File: src/rtl/dssa_pkg.sv
// Shared types and constants of the dual stack shared array unit.
`default_nettype none
package dssa_pkg;

  localparam int DepthDefault = 1024;
  localparam int CapW         = 11;
  localparam int DataW        = 32;
  localparam int OpW          = 3;
  localparam int IdxOutW      = 10;
  localparam int CntOutW      = 11;
  localparam int CapReset     = 1024;

  typedef enum logic [OpW-1:0] {
    OP_PUSH   = 3'd0,
    OP_POP    = 3'd1,
    OP_PEEK   = 3'd2,
    OP_CLEAR  = 3'd3,
    OP_SEARCH = 3'd4
  } op_e;

  typedef struct packed {
    logic                      status;
    logic signed [DataW-1:0]   data;
    logic [IdxOutW-1:0]        found_index;
    logic [CntOutW-1:0]        count_a;
    logic [CntOutW-1:0]        count_b;
    logic                      empty_a;
    logic                      empty_b;
    logic                      full_res;
  } rsp_t;

endpackage
`default_nettype wire

File: src/rtl/dssa_if.sv
// Request, result and configuration channel interfaces.
`default_nettype none
interface dssa_req_if import dssa_pkg::*; ();
  logic                    valid;
  logic                    ready;
  logic [OpW-1:0]          op;
  logic                    side;
  logic signed [DataW-1:0] value;

  modport source (output valid, op, side, value, input ready);
  modport sink   (input valid, op, side, value, output ready);
endinterface

`default_nettype wire

File: src/rtl/dssa_ctrl.sv
// Sequencer: fill counts, store addressing, search walk and result build.
`default_nettype none
module dssa_ctrl import dssa_pkg::*; #(
  parameter int DEPTH = DepthDefault
) (
  input  wire logic                           clk_i,
  input  wire logic                           rst_ni,
  input  wire logic [$clog2(DEPTH+1)-1:0]     cap_i,
  input  wire logic                           clr_i,
  dssa_req_if.sink                            req_i,
  input  wire logic                           out_free_i,
  output logic                                commit_o,
  output rsp_t                                res_o,
  output logic                                mem_we_o,
  output logic                                mem_re_o,
  output logic [$clog2(DEPTH)-1:0]            mem_addr_o,
  output logic [DataW-1:0]                    mem_wdata_o,
  input  wire logic [DataW-1:0]               mem_rdata_i
);

  localparam int AW = $clog2(DEPTH);
  localparam int CW = $clog2(DEPTH + 1);

  typedef enum logic [1:0] {
    S_IDLE = 2'b01,
    S_EXEC = 2'b10
  } state_e;

  state_e           state_q, state_d;
  logic [OpW-1:0]   op_q;
  logic             side_q;
  logic [DataW-1:0] value_q;
  logic [CW-1:0]    fill_a_q, fill_a_d, fill_b_q, fill_b_d;
  logic [AW-1:0]    scan_idx_q, scan_idx_d;
  logic [CW-1:0]    left_q, left_d;

  logic             accept;
  logic [CW-1:0]    top_in_w, push_w, fill_in, fill_sel;
  logic [CW:0]      sum_q_w, sum_d_w;
  logic             room, done;
  logic [AW-1:0]    next_idx;
  logic [31:0]      cnt_a_ext, cnt_b_ext, idx_ext;
  logic             status_w;
  logic [DataW-1:0] data_w;
  logic [AW-1:0]    found_w;

  assign req_i.ready = state_q[0];
  assign accept      = req_i.valid && state_q == S_IDLE;

  assign fill_in  = req_i.side ? fill_b_q : fill_a_q;
  assign top_in_w = req_i.side ? (cap_i - fill_b_q) : (fill_a_q - CW'(1));
  assign fill_sel = side_q ? fill_b_q : fill_a_q;
  assign push_w   = side_q ? (cap_i - CW'(1) - fill_b_q) : fill_a_q;
  assign sum_q_w  = {1'b0, fill_a_q} + {1'b0, fill_b_q};
  assign room     = sum_q_w < {1'b0, cap_i};
  // A scans downward toward entry 0, B upward toward cap-1
  assign next_idx = side_q ? (scan_idx_q + AW'(1)) : (scan_idx_q - AW'(1));

  always_comb begin
    state_d     = state_q;
    fill_a_d    = fill_a_q;
    fill_b_d    = fill_b_q;
    scan_idx_d  = scan_idx_q;
    left_d      = left_q;
    done        = 1'b0;
    status_w    = 1'b1;
    data_w      = '0;
    found_w     = '0;
    mem_we_o    = 1'b0;
    mem_re_o    = 1'b0;
    mem_addr_o  = top_in_w[AW-1:0];
    mem_wdata_o = value_q;

    case (state_q)
      S_IDLE: begin
        // read the top entry as the item is taken
        mem_re_o = req_i.valid;
        if (accept) begin
          scan_idx_d = top_in_w[AW-1:0];
          left_d     = fill_in;
          state_d    = S_EXEC;
        end
      end
      S_EXEC: begin
        case (op_e'(op_q))
          OP_PUSH: begin
            done       = 1'b1;
            mem_addr_o = push_w[AW-1:0];
            if (room) begin
              status_w = 1'b0;
              mem_we_o = out_free_i;
              if (side_q) fill_b_d = fill_b_q + CW'(1);
              else        fill_a_d = fill_a_q + CW'(1);
            end
          end
          OP_POP, OP_PEEK: begin
            done = 1'b1;
            if (fill_sel != '0) begin
              status_w = 1'b0;
              data_w   = mem_rdata_i;
              if (op_e'(op_q) == OP_POP) begin
                if (side_q) fill_b_d = fill_b_q - CW'(1);
                else        fill_a_d = fill_a_q - CW'(1);
              end
            end
          end
          OP_CLEAR: begin
            done     = 1'b1;
            status_w = 1'b0;
            if (side_q) fill_b_d = '0;
            else        fill_a_d = '0;
          end
          OP_SEARCH: begin
            // read data belongs to scan_idx_q
            if (left_q == '0) begin
              done = 1'b1;
            end else if (mem_rdata_i == value_q) begin
              done     = 1'b1;
              status_w = 1'b0;
              found_w  = scan_idx_q;
            end else if (left_q == CW'(1)) begin
              done = 1'b1;
            end else begin
              mem_re_o   = 1'b1;
              mem_addr_o = next_idx;
              scan_idx_d = next_idx;
              left_d     = left_q - CW'(1);
            end
          end
          default: begin
            done = 1'b1;
          end
        endcase
        if (done && out_free_i) begin
          state_d = S_IDLE;
        end else begin
          fill_a_d = fill_a_q;
          fill_b_d = fill_b_q;
        end
      end
      default: begin
        state_d = S_IDLE;
      end
    endcase
  end

  assign commit_o  = state_q == S_EXEC && done && out_free_i;
  assign sum_d_w   = {1'b0, fill_a_d} + {1'b0, fill_b_d};
  assign cnt_a_ext = 32'(fill_a_d);
  assign cnt_b_ext = 32'(fill_b_d);
  assign idx_ext   = 32'(found_w);

  always_comb begin
    res_o.status      = status_w;
    res_o.data        = data_w;
    res_o.found_index = idx_ext[IdxOutW-1:0];
    res_o.count_a     = cnt_a_ext[CntOutW-1:0];
    res_o.count_b     = cnt_b_ext[CntOutW-1:0];
    res_o.empty_a     = fill_a_d == '0;
    res_o.empty_b     = fill_b_d == '0;
    res_o.full_res    = sum_d_w >= {1'b0, cap_i};
  end

  always_ff @(posedge clk_i or negedge rst_ni) begin
    if (!rst_ni) begin
      state_q  <= S_IDLE;
      fill_a_q <= '0;
      fill_b_q <= '0;
    end else begin
      state_q <= state_d;
      if (clr_i) begin
        fill_a_q <= '0;
        fill_b_q <= '0;
      end else begin
        fill_a_q <= fill_a_d;
        fill_b_q <= fill_b_d;
      end
    end
  end

  always_ff @(posedge clk_i) begin
    if (accept) begin
      op_q    <= req_i.op;
      side_q  <= req_i.side;
      value_q <= req_i.value;
    end
    scan_idx_q <= scan_idx_d;
    left_q     <= left_d;
  end

  a_single_port: assert property (@(posedge clk_i) disable iff (!rst_ni)
    mem_we_o |-> !mem_re_o)
    else $error("store written and read in one cycle");

  a_commit_free: assert property (@(posedge clk_i) disable iff (!rst_ni)
    commit_o |-> out_free_i)
    else $error("result committed into a busy output register");

  a_fill_bound: assert property (@(posedge clk_i) disable iff (!rst_ni)
    sum_q_w <= {1'b0, cap_i})
    else $error("stacks hold more than the capacity");

  a_accept_exec: assert property (@(posedge clk_i) disable iff (!rst_ni)
    accept |=> state_q == S_EXEC)
    else $error("accepted beat did not start execution");

endmodule
`default_nettype wire

File: src/flat_wrapper.sv
// flat-port wrapper written by rule: the top's interface ports become plain ports
module dssa_ctrl_flat import dssa_pkg::*;
#(
  parameter int DEPTH = DepthDefault
)
  (clk_i, rst_ni, cap_i, clr_i, out_free_i, commit_o, res_o, mem_we_o, mem_re_o, mem_addr_o, mem_wdata_o, mem_rdata_i, req_i_valid, req_i_op, req_i_side, req_i_value, req_i_ready);
  dssa_req_if req_i_i ();
  input  wire logic clk_i;
  input  wire logic rst_ni;
  input  wire logic [$clog2(DEPTH+1)-1:0] cap_i;
  input  wire logic clr_i;
  input  wire logic out_free_i;
  output logic commit_o;
  output rsp_t res_o;
  output logic mem_we_o;
  output logic mem_re_o;
  output logic [$clog2(DEPTH)-1:0] mem_addr_o;
  output logic [DataW-1:0] mem_wdata_o;
  input  wire logic [DataW-1:0] mem_rdata_i;
  input wire logic [$bits(req_i_i.valid)-1:0] req_i_valid;
  input wire logic [$bits(req_i_i.op)-1:0] req_i_op;
  input wire logic [$bits(req_i_i.side)-1:0] req_i_side;
  input wire logic [$bits(req_i_i.value)-1:0] req_i_value;
  output wire logic [$bits(req_i_i.ready)-1:0] req_i_ready;
  assign req_i_i.valid = req_i_valid;
  assign req_i_i.op = req_i_op;
  assign req_i_i.side = req_i_side;
  assign req_i_i.value = req_i_value;
  assign req_i_ready = req_i_i.ready;
  dssa_ctrl #(.DEPTH(DEPTH)) u_core (.clk_i(clk_i), .rst_ni(rst_ni), .cap_i(cap_i), .clr_i(clr_i), .req_i(req_i_i), .out_free_i(out_free_i), .commit_o(commit_o), .res_o(res_o), .mem_we_o(mem_we_o), .mem_re_o(mem_re_o), .mem_addr_o(mem_addr_o), .mem_wdata_o(mem_wdata_o), .mem_rdata_i(mem_rdata_i));
endmodule
File: config.mk
export PLATFORM = sky130hd
export DESIGN_NAME = dssa_ctrl_flat
export DESIGN_NICKNAME = d
export VERILOG_FILES = /design/src/rtl/dssa_pkg.sv /design/src/rtl/dssa_if.sv /design/src/rtl/dssa_ctrl.sv /design/src/flat_wrapper.sv
export SDC_FILE = /design/constraint.sdc
export NUM_CORES = 1
export LEC_CHECK = 0
export ABC_AREA = 1
export BUFFER_PORTS_ARGS = -buffer_cell sky130_fd_sc_hd__clkbuf_2
export CORE_MARGIN = 4
export CORE_UTILIZATION = 41
export CTS_CLUSTER_DIAMETER = 30
export DETAILED_ROUTE_END_ITERATION = 7
export PLACE_DENSITY = 0.72
export SYNTH_ARGS = -nofsm -noshare
export SYNTH_HDL_FRONTEND = slang
export SYNTH_SLANG_ARGS = --single-unit
File: constraint.sdc
create_clock -name clk_i -period 14.5 [get_ports clk_i]
set_input_delay 2.175 -clock clk_i [delete_from_list [all_inputs] [get_ports clk_i]]
set_output_delay 2.175 -clock clk_i [all_outputs]
set_load 0.02 [all_outputs]
## Word level (Yosys, flattened, before mapping)

Index checks and enable logic that the tools add are counted.

- Bits in registers: 81
- Latch bits: 0
- Bits in writable memories: 0
- Memory bits (read-only): 0
- Bits of input ports: 84
- Output and inout port bits: 114
- Logic and storage cells: 121
- Memories: 0

- Add/subtract/negate cells: 12
- $mul: 0
- Divide/modulo/power cells: 0
- $lt $le $gt $ge: 2
- Equality and inequality tests: 14
- Shifts and indexed selects: 0
- Mux-type cells: 72
- Bitwise logic cells: 0
- Reductions and logical operators: 13

Operator list:

| kind | count |
|---|---|
| 11-bit two-way mux | 25 |
| 10-bit two-way mux | 16 |
| 32-bit two-way mux | 3 |
| 11-bit case mux with 3 select lines | 2 |
| 10-bit case mux with 2 select lines | 2 |
| 11-bit logical NOT | 3 |
| 11-bit by 1-bit subtractor with 11-bit output, second input constant | 3 |
| 32-bit equality test | 1 |
| 11-bit by 11-bit adder with 12-bit output | 2 |
| 11-bit by 1-bit adder with 11-bit output, second input constant | 2 |
| 11-bit case mux with 2 select lines | 1 |
| 10-bit by 1-bit subtractor with 10-bit output, second input constant | 2 |
| 10-bit subtractor | 2 |
| 1-bit two-way mux | 18 |
| 12-bit by 11-bit greater-or-equal comparator with 1-bit output | 1 |
| 12-bit by 11-bit less-than comparator with 1-bit output | 1 |
| 11-bit by 1-bit equality test with 1-bit output, second input constant | 1 |
| 11-bit nonzero test | 1 |
| 10-bit by 1-bit adder with 10-bit output, second input constant | 1 |
| 2-bit inequality test, second input constant | 4 |
| 3-bit by 2-bit equality test with 1-bit output, second input constant | 2 |
| 6-bit AND reduction | 1 |
| 1-bit logical AND | 4 |
| 2-bit two-way mux | 2 |
| other kinds (12) | 13 |

## Longest topological paths before layout

Gate-level depths: netlist of the first run.

- Depth in word-level cells: 11
- Gate-level depth with buffers: 40
- Gate-level depth less buffers: 40

## Worst setup path before layout of the first run

OpenSTA, ideal clock, no wires.

- Path kind: input -> output
- Start: input cap_i[7]
- End: output res_o[0] (netlist name)
- Data arrival time: 5.768 ns
- Data required time: 12.325 ns
- Path slack: 6.557 ns
- Cell stages on the path: 25
- Buffers on the path: 0
- Path through: inv_1 ha_1 nand2_1 o21ai_0 nor2_1 nand2_1 nand2_1 nand2_2 a21oi_1 o21ai_0 ha_1 nand3_1 nand2_1 a21oi_1 nor2_1 nor2_1 xor2_1 inv_1 ha_1 nand4_1 o221ai_1 nand3_1 nand2_1 nand2_1 o211ai_1

RTL lines:

| what | line | source |
|---|---|---|
| start: declaration | flat_wrapper.sv:10 | `input wire logic [$clog2(DEPTH+1)-1:0] cap_i;` |
| end: declaration | flat_wrapper.sv:14 | `output rsp_t res_o;` |

==> qor.yml, run 1 <==
clk_pin_slew_ps: 70
die_h_um: 159
power.density_nw_per_um2: 118
power_uw: 1270
cp.required_ps: 12320
cpMostUsedCell: "nand2_1"
met2RoutedLength_um: 15900
drt_first_pass_iters: 6
reg2reg_slack_ps: 9710
maxCapViolCount: 0
synth_top_family_by_area: "simple AND/OR/NAND/NOR gates"
rows: 54
hpwl_um: 26400
cts_buffers: 9
cts-root-buf: "clkbuf_16"
drt_iter0_drc: 1236
grt.total_usage_pct: 26.4
crit_end: "res_o[0]"
cts_hold_buf: 0
grt_max_degree: 50
clock_path_buffers: 2
drt-total-wl_um: 33500
min_period_over_period_pct: 64.5
grt_first_pass_wirelength_um: 52200
synthAdderAreaFrac_pct: 10.6
yosysTopAreaCell: "edfxtp_1"
htree_levels: 3
netlist_area_um2: 9300
cts_setup_buffers: 0
antenna_left: 0
worstMarginPinSlew_ps: 830
min_path_type: "flip-flop to flip-flop"
drc: 0
async_reset_ff_share_pct: 29.6
yosysMostFrequentCell: "nand2_1"
worstSetupPathDepth: 36
hold_violations: 0
path_buf_inv: 2
synth-simple-area-share_pct: 33.7
via_per_inst: 5.46
final_cells: 1877
ys_warn_count: 0
fin_setup_tns_ps: 0
antenna_found_initial: 0
timing.rr.start: "u_core.fill_a_q[0]"
synth_cell_types: 52
grt_pass1_vias: 9587
synth_edf_count: 57
critical_path_class: "flip-flop to primary output"
synth_xor_area_share_pct: 7.72
drive_gt1_share_pct: 16.5
synthTopCellsByArea: "edfxtp_1, nand2_1, ha_1"
path_max_fanout: 16
start_util_pct: 42.1
worst_ep_arrival_time_ps: 7180
rsz0062_at_grt: "no"
cp-start-kind: "flip-flop"
ys_seq_elements: 81
critPathLaunch: "u_core.fill_a_q[0]"
synth-compound-area-share_pct: 13.0
status: "complete, no violations"
fin_util_pct: 48.6
synth_top_area_share_pct: 18.4
skew_ps: 11.2
wl_met1_um: 13900
ys_seq_area_share_pct: 24.9
synthFlopType: "edfxtp_1"
maxSlewViolCount: 0
wl_per_cell_um: 17.9
syn2layout_area_growth_pct: 15.5
syn_avg_cell_area_um2: 6.49
cts.sinks: 81
stdcell_area_um2: 10700
p_leak_uw: 0.00549
synthTopCellsByCount: "nand2_1, nor2_1, inv_1"
via_count: 10300
ir_drop_mv: 0.0917
crit_path_max_incr_delay_ps: 510
io_pins: 198
dpl.cell_count: 1861
antenna_cells: 0
cp_top_family: "compound AO/OA/AOI/OAI gates"
cts_resized: 0
setup_viol: 0
synth_mux_area_share_pct: 0.215
place_congestion: 0.992
cpMaxStageDelayCell: "dfrtp_1"
clk_latency_ps: 360
reg2reg_depth: 23
die_x_um: 159
end_kind: "primary output"
grt_overflow_total: 0
top_layer: "met4"
synthCells: 1433
nets: 1752
port_buffers: 197
cts_tree: "done"
fmax_mhz: 107
slew-limit-headroom_pct: 44.4
synth_fp_nets: 1593
dr_wl_met3_um: 2850
core-area_um2: 22100
die-area_um2: 25200
worstReg2RegEnd: "u_core.fill_a_q[8]"
dpl_cell_area_um2: 10400
layout_min_cycle_time_ps: 9350
## tightest hold or removal path, cell delays in order, from the launching register on
cell	delay, ps
dfstp_2	380
nand2_1	50
o21ai_0	70
## power breakdown
group | internal (uW) | switching, uW | leakage [uW]
clock | 123 | 116 | 0.000150
combinational | 214 | 437 | 0.00447
sequential | 331 | 46.6 | 0.000864
## per-stage QoR
stage	hold WS, ps	setup WS [ps]
floorplan	478	6560
global placement	503	5600
detailed placement	508	5490
CTS	518	5230
global route	567	4370
finish	513	5150
## cell families (layout without fill, tap and decap cells)
family / count (synthesis) / after routing
compound gates: 218 / 218
buf+inv: 225 / 389
simple gates: 749 / 749
fa+ha+maj: 76 / 76
flops: 81 / 81
mux: 2 / 2
xor+xnor: 82 / 82
## placed cells by master (no fill, tap or decap), types with 6 or more instances in the layout
| master | netlist | final |
|---|---|---|
| o21bai_1 | 7 | 7 |
| inv_1 | 153 | 153 |
| clkbuf_2 | 0 | 197 |
| clkbuf_16 | 0 | 9 |
| or2_2 | 8 | 8 |
| xor2_1 | 37 | 37 |
| dfrtp_1 | 23 | 23 |
| a21oi_1 | 79 | 78 |
| edfxtp_1 | 57 | 57 |
| o211ai_1 | 9 | 9 |
| nor2_1 | 154 | 153 |
| nand4_1 | 15 | 15 |
| inv_2 | 9 | 9 |
| o21ai_0 | 92 | 92 |
| buf_4 | 2 | 8 |
| nor3_1 | 27 | 27 |
| o22ai_1 | 6 | 6 |
| nand2_1 | 405 | 405 |
| ha_1 | 71 | 71 |
| nand3_1 | 119 | 119 |
| xnor2_1 | 45 | 45 |
## per-layer routing
metal,track usage (%),vias up
met1,35.4,4703
met3,4.51,69
met2,44.4,488
met4,6.42,0
li1,-,4996
met5,0,-
## how the worst min path moves through the flow
| stage | startpoint | to | slack [ps] | cells past startpoint |
|---|---|---|---|---|
| after detailed placement | u_core.state_q[0] | u_core.state_q[0] | 510 | 2 |
| after floorplan | u_core.state_q[1] | u_core.state_q[1] | 480 | 2 |
| after global routing | u_core.state_q[0] | u_core.state_q[0] | 570 | 2 |
| after global placement | u_core.state_q[1] | u_core.state_q[1] | 500 | 2 |
| final | u_core.state_q[0] | u_core.state_q[0] | 510 | 2 |
| after CTS | u_core.state_q[0] | u_core.state_q[0] | 520 | 2 |
## flip-flops by register name, indices dropped and copies added, names as in the netlist
signal,flops
u_core.state_q,2
u_core.op_q,3
u_core.left_q,11
u_core.mem_wdata_o,32
u_core.fill_a_q,11
u_core.scan_idx_q,10
u_core.side_q,1
u_core.fill_b_q,11
## cell type report
cell class / count / area, um^2
Fill cell: 2242 / 11400
Multi-Input combinational cell: 1127 / 6080
Inverter: 168 / 636
Tap cell: 280 / 350
Sequential cell: 81 / 2310
Clock buffer: 9 / 225
Timing Repair Buffer: 205 / 1050
Clock inverter: 7 / 86.3
No activity file was read; power rests on OpenSTA's default activity.
==> inputs of run 2 (changes only) <==
--- a/config.mk
+++ b/config.mk
@@ -5,13 +5,13 @@
 export SDC_FILE = /design/constraint.sdc
 export NUM_CORES = 1
 export LEC_CHECK = 0
-export ABC_AREA = 1
+export ABC_AREA = 0
 export BUFFER_PORTS_ARGS = -buffer_cell sky130_fd_sc_hd__clkbuf_2
 export CORE_MARGIN = 4
 export CORE_UTILIZATION = 41
 export CTS_CLUSTER_DIAMETER = 30
 export DETAILED_ROUTE_END_ITERATION = 7
-export PLACE_DENSITY = 0.72
+export PLACE_DENSITY = 0.75
 export SYNTH_ARGS = -nofsm -noshare
 export SYNTH_HDL_FRONTEND = slang
 export SYNTH_SLANG_ARGS = --single-unit
==> constraint.sdc (replaced) <==
create_clock -name clk_i -period 8.5 [get_ports clk_i]
set_input_delay 1.275 -clock clk_i [delete_from_list [all_inputs] [get_ports clk_i]]
set_output_delay 1.275 -clock clk_i [all_outputs]
set_load 0.02 [all_outputs]
==> run 2 against run 1 <==
  * Die area shrank 11%
  * Sequential power grew 60%
  * Clock power grew 51%
  * Clock-buffer cell count grew 1
  * Critical path depth is the same
  * Final cell count shrank 23%
  * Wire length shrank 12%
  * Global-route usage shrank 1.1 points
  * Clock skew shrank 1.8 ps
  * Synthesized cell count shrank 33%
  * First-iteration DRC count shrank 42%
  * Critical path type unchanged
  * Critical endpoint unchanged
  * Largest cell class unchanged
  * Highest routed layer unchanged
==> qor.yml, run 2 <==
status: "complete, no violations"  # unchanged
antenna_found_initial: 0  # unchanged
netlist_area_um2: 8240  # was 9300 um^2
min_period_over_period_pct: 96.8
pwr-share-clk_pct: 21.9  # was 18.8%
swShare_pct: 40.4  # was 47.3%
path_max_fanout: 5  # was 16
whs_ps: 543  # was 513 ps
io_pins: 198  # unchanged
top_layer: "met4"  # unchanged
drt-total-wl_um: 29400  # was 33500 um
grt_pass1_vias: 7859  # was 9587
cts-root-buf: "clkbuf_16"  # unchanged
rows: 51  # was 54
die_x_um: 150  # was 159 um
async_reset_ff_share_pct: 29.6  # unchanged
synthCells: 960  # was 1433
largest_reg_flops: 32  # unchanged
dpl_cell_area_um2: 9590  # was 10400 um^2
clock_path_buffers: 2  # unchanged
cpMostUsedCell: "a21oi_2"  # was nand2_1
wl_met1_um: 12100  # was 13900 um
end_kind: "primary output"  # unchanged
yosysMostFrequentCell: "ha_1"  # was nand2_1
critPathLaunch: "u_core.fill_a_q[0]"  # unchanged
crit_path_max_incr_delay_ps: 410  # was 510 ps
maxCapViolCount: 0  # unchanged
antenna_cells: 0  # unchanged
htree_levels: 3  # unchanged
cp.required_ps: 7220  # was 12320 ps
pwr-share-comb_pct: 41.5  # was 51.3%
power_uw: 1650  # was 1270 uW
ys_seq_elements: 81  # unchanged
ir_drop_mv: 0.108  # was 0.0917 mV
power.internal_uw: 981  # was 668 uW
setup_viol: 0  # unchanged
start_util_pct: 42.1  # about the same
die-area_um2: 22400  # was 25200 um^2
hpwl_um: 23300  # was 26400 um
layout_min_cycle_time_ps: 8230
antenna_left: 0  # unchanged
via_count: 8320  # was 10300
synth_fp_nets: 1120  # was 1593
cp-start-kind: "flip-flop"  # unchanged
synth_top_area_share_pct: 20.8  # was 18.4%
clk_latency_ps: 360  # about the same
yosysTopAreaCell: "edfxtp_1"  # unchanged
timing.rr.start: "u_core.fill_a_q[0]"  # unchanged
worstMarginPinSlew_ps: 927  # was 830 ps
port_buffers: 197  # unchanged
seqPwrFrac_pct: 36.6  # was 29.8%
drt_iter0_drc: 712  # was 1236
synth_cell_types: 86  # was 52
cts_buffers: 9  # unchanged
fmax_mhz: 122
final_cell_mix: "clkbuf_2, xnor2_1, ha_1, inv_1, nor2_1"  # was nand2_1, clkbuf_2, inv_1, nor2_1, nand3_1
worstHoldStart: "u_core.state_q[0]"  # unchanged
critical_path_class: "flip-flop to primary output"  # unchanged
skew_ps: 9.44  # was 11.2 ps
synth_edf_count: 57  # unchanged
power.density_nw_per_um2: 163  # was 118 nW/um^2
synthTopCellsByCount: "ha_1, inv_1, xnor2_1"  # was nand2_1, nor2_1, inv_1
min_path_type: "flip-flop to flip-flop"  # unchanged
stdcell_area_um2: 10100  # was 10700 um^2
ys_seq_area_share_pct: 28.1  # was 24.9%
via_per_inst: 5.79  # was 5.46
cts_hold_buf: 0  # unchanged
grt.total_usage_pct: 25.3  # was 26.4%
syn_avg_cell_area_um2: 8.59  # was 6.49 um^2
cts.sinks: 81  # unchanged
cpMaxStageDelayCell: "or4_4"  # was dfrtp_1
synthTopCellsByArea: "edfxtp_1, ha_1, xnor2_1"  # was edfxtp_1, nand2_1, ha_1
maxSlewViolCount: 0  # unchanged
place_congestion: 0.985  # was 0.992
clk_pin_slew_ps: 60  # was 70 ps
p_leak_uw: 0.00475  # was 0.00549 uW
drt_first_pass_iters: 5  # was 6
met2RoutedLength_um: 13900  # was 15900 um
core-area_um2: 19600  # was 22100 um^2
grt_first_pass_wirelength_um: 44100  # was 52200 um
grt_max_degree: 46  # was 50
fin_util_pct: 51.7  # was 48.6%
worst_ep_arrival_time_ps: 6950  # was 7180 ps
nets: 1328  # was 1752
synthFlopType: "edfxtp_1"  # unchanged
drive_gt1_share_pct: 26.9  # was 16.5%
dr_wl_met3_um: 2310  # was 2850 um
cts_tree: "done"  # unchanged
grt_overflow_total: 0  # unchanged
ys_warn_count: 0  # unchanged
hold_violations: 0  # unchanged
p_sw_uw: 666  # was 600 uW
drc: 0  # unchanged
final_common_cell: "clkbuf_2"  # was nand2_1
slew-limit-headroom_pct: 37.3  # was 44.4%
wl_per_cell_um: 20.5  # was 17.9 um
die_h_um: 150  # was 159 um
syn2layout_area_growth_pct: 22.9  # was 15.5%
[run 2: changes by cell type in the layout (fill, tap and decap cells not counted), moves of 34 or more]
cell,previous run,this run
inv_1,153,69
buf_4,8,46
o21ai_0,92,42
a21oi_1,78,44
nand3_1,119,25
and2_1,0,44
nor2_1,153,67
nand2_1,405,66
[run 2: routing by layer]
layer,track usage [%],up-vias
li1,-,3900
met1,34.4,3922
met2,39.9,413
met3,4.91,85
met4,9.79,0
met5,0,-
[run 2: cells by family (layout without fill, tap and decap cells)]
| kind of cell | count (synthesis) | after routing | share of synthesized area [%] |
|---|---|---|---|
| XOR/XNOR | 97 | 97 | 10.3 |
| AND/OR/NAND/NOR | 317 | 317 | 20.1 |
| flip-flops | 81 | 81 | 28.1 |
| multiplexers | 25 | 25 | 3.08 |
| AO/OA/AOI/OAI | 244 | 244 | 20.5 |
| adder cells (fa/ha/maj) | 76 | 76 | 12.0 |
| buffers and inverters | 120 | 333 | 6.00 |
[run 2: stage by stage]
| step | instances | setup TNS (ps) | worst slack (ps) |
|---|---|---|---|
| after floorplan | 960 | 0 | 276 |
| after global placement | 1407 | 0 | 128 |
| after detailed placement | 1407 | -168 | -168 |
| after CTS | 1423 | 0 | 35.3 |
| after global routing | 1438 | -71.1 | -71.1 |
| final | 1438 | 0 | 273 |
[run 2: worst max-delay path: cells and delay by family (launching register included)]
kind / cells / cell delay, ps
AOI/OAI and AO/OA: 23 / 3520
adders and majority gates: 5 / 1450
and+or+nand+nor: 4 / 770
DFF: 1 / 390
buffers and inverters: 2 / 260
xor gates and xnor gates: 2 / 220
[run 2: timing repair]
item | in CTS | in global routing
gates resized for setup | 17 | 22
pin swaps | 2 | 32
setup endpoints to repair | 1 | 1
gates cloned | 0 | 1
buffers inserted | 0 | 14
[run 2: power groups by stage]
stage | clock [uW] | sequential (uW) | combinational (uW)
2_1_floorplan | 0 | 625 | 445
3_3_place_gp | 0 | 605 | 660
3_5_place_dp | 0 | 609 | 671
4_1_cts | 371 | 602 | 676
5_1_grt | 383 | 612 | 747
6_report | 361 | 603 | 683
[run 2: final timing paths]
check                                 endpoint  slack (ps)  cells after the start
hold / removal               u_core.state_q[0]         540                      1
setup / recovery                      res_o[0]         270                     36
setup reg to reg            u_core.fill_a_q[7]        4070                     22
max in group asynchronous   u_core.fill_b_q[1]        7150                      1
hold reg to reg              u_core.state_q[0]         540                      1
min in group asynchronous  u_core.fill_a_q[10]         940                      1
[run 2: final cells by class]
| type | instances | area (um^2) |
|---|---|---|
| fillers | 1885 | 9460 |
| multi-input cells | 759 | 5570 |
| clock inverters | 6 | 36.3 |
| well taps | 265 | 332 |
| inverters | 73 | 274 |
| repair buffers | 244 | 1370 |
| flip-flops and latches | 81 | 2310 |
| clock buffers | 10 | 229 |
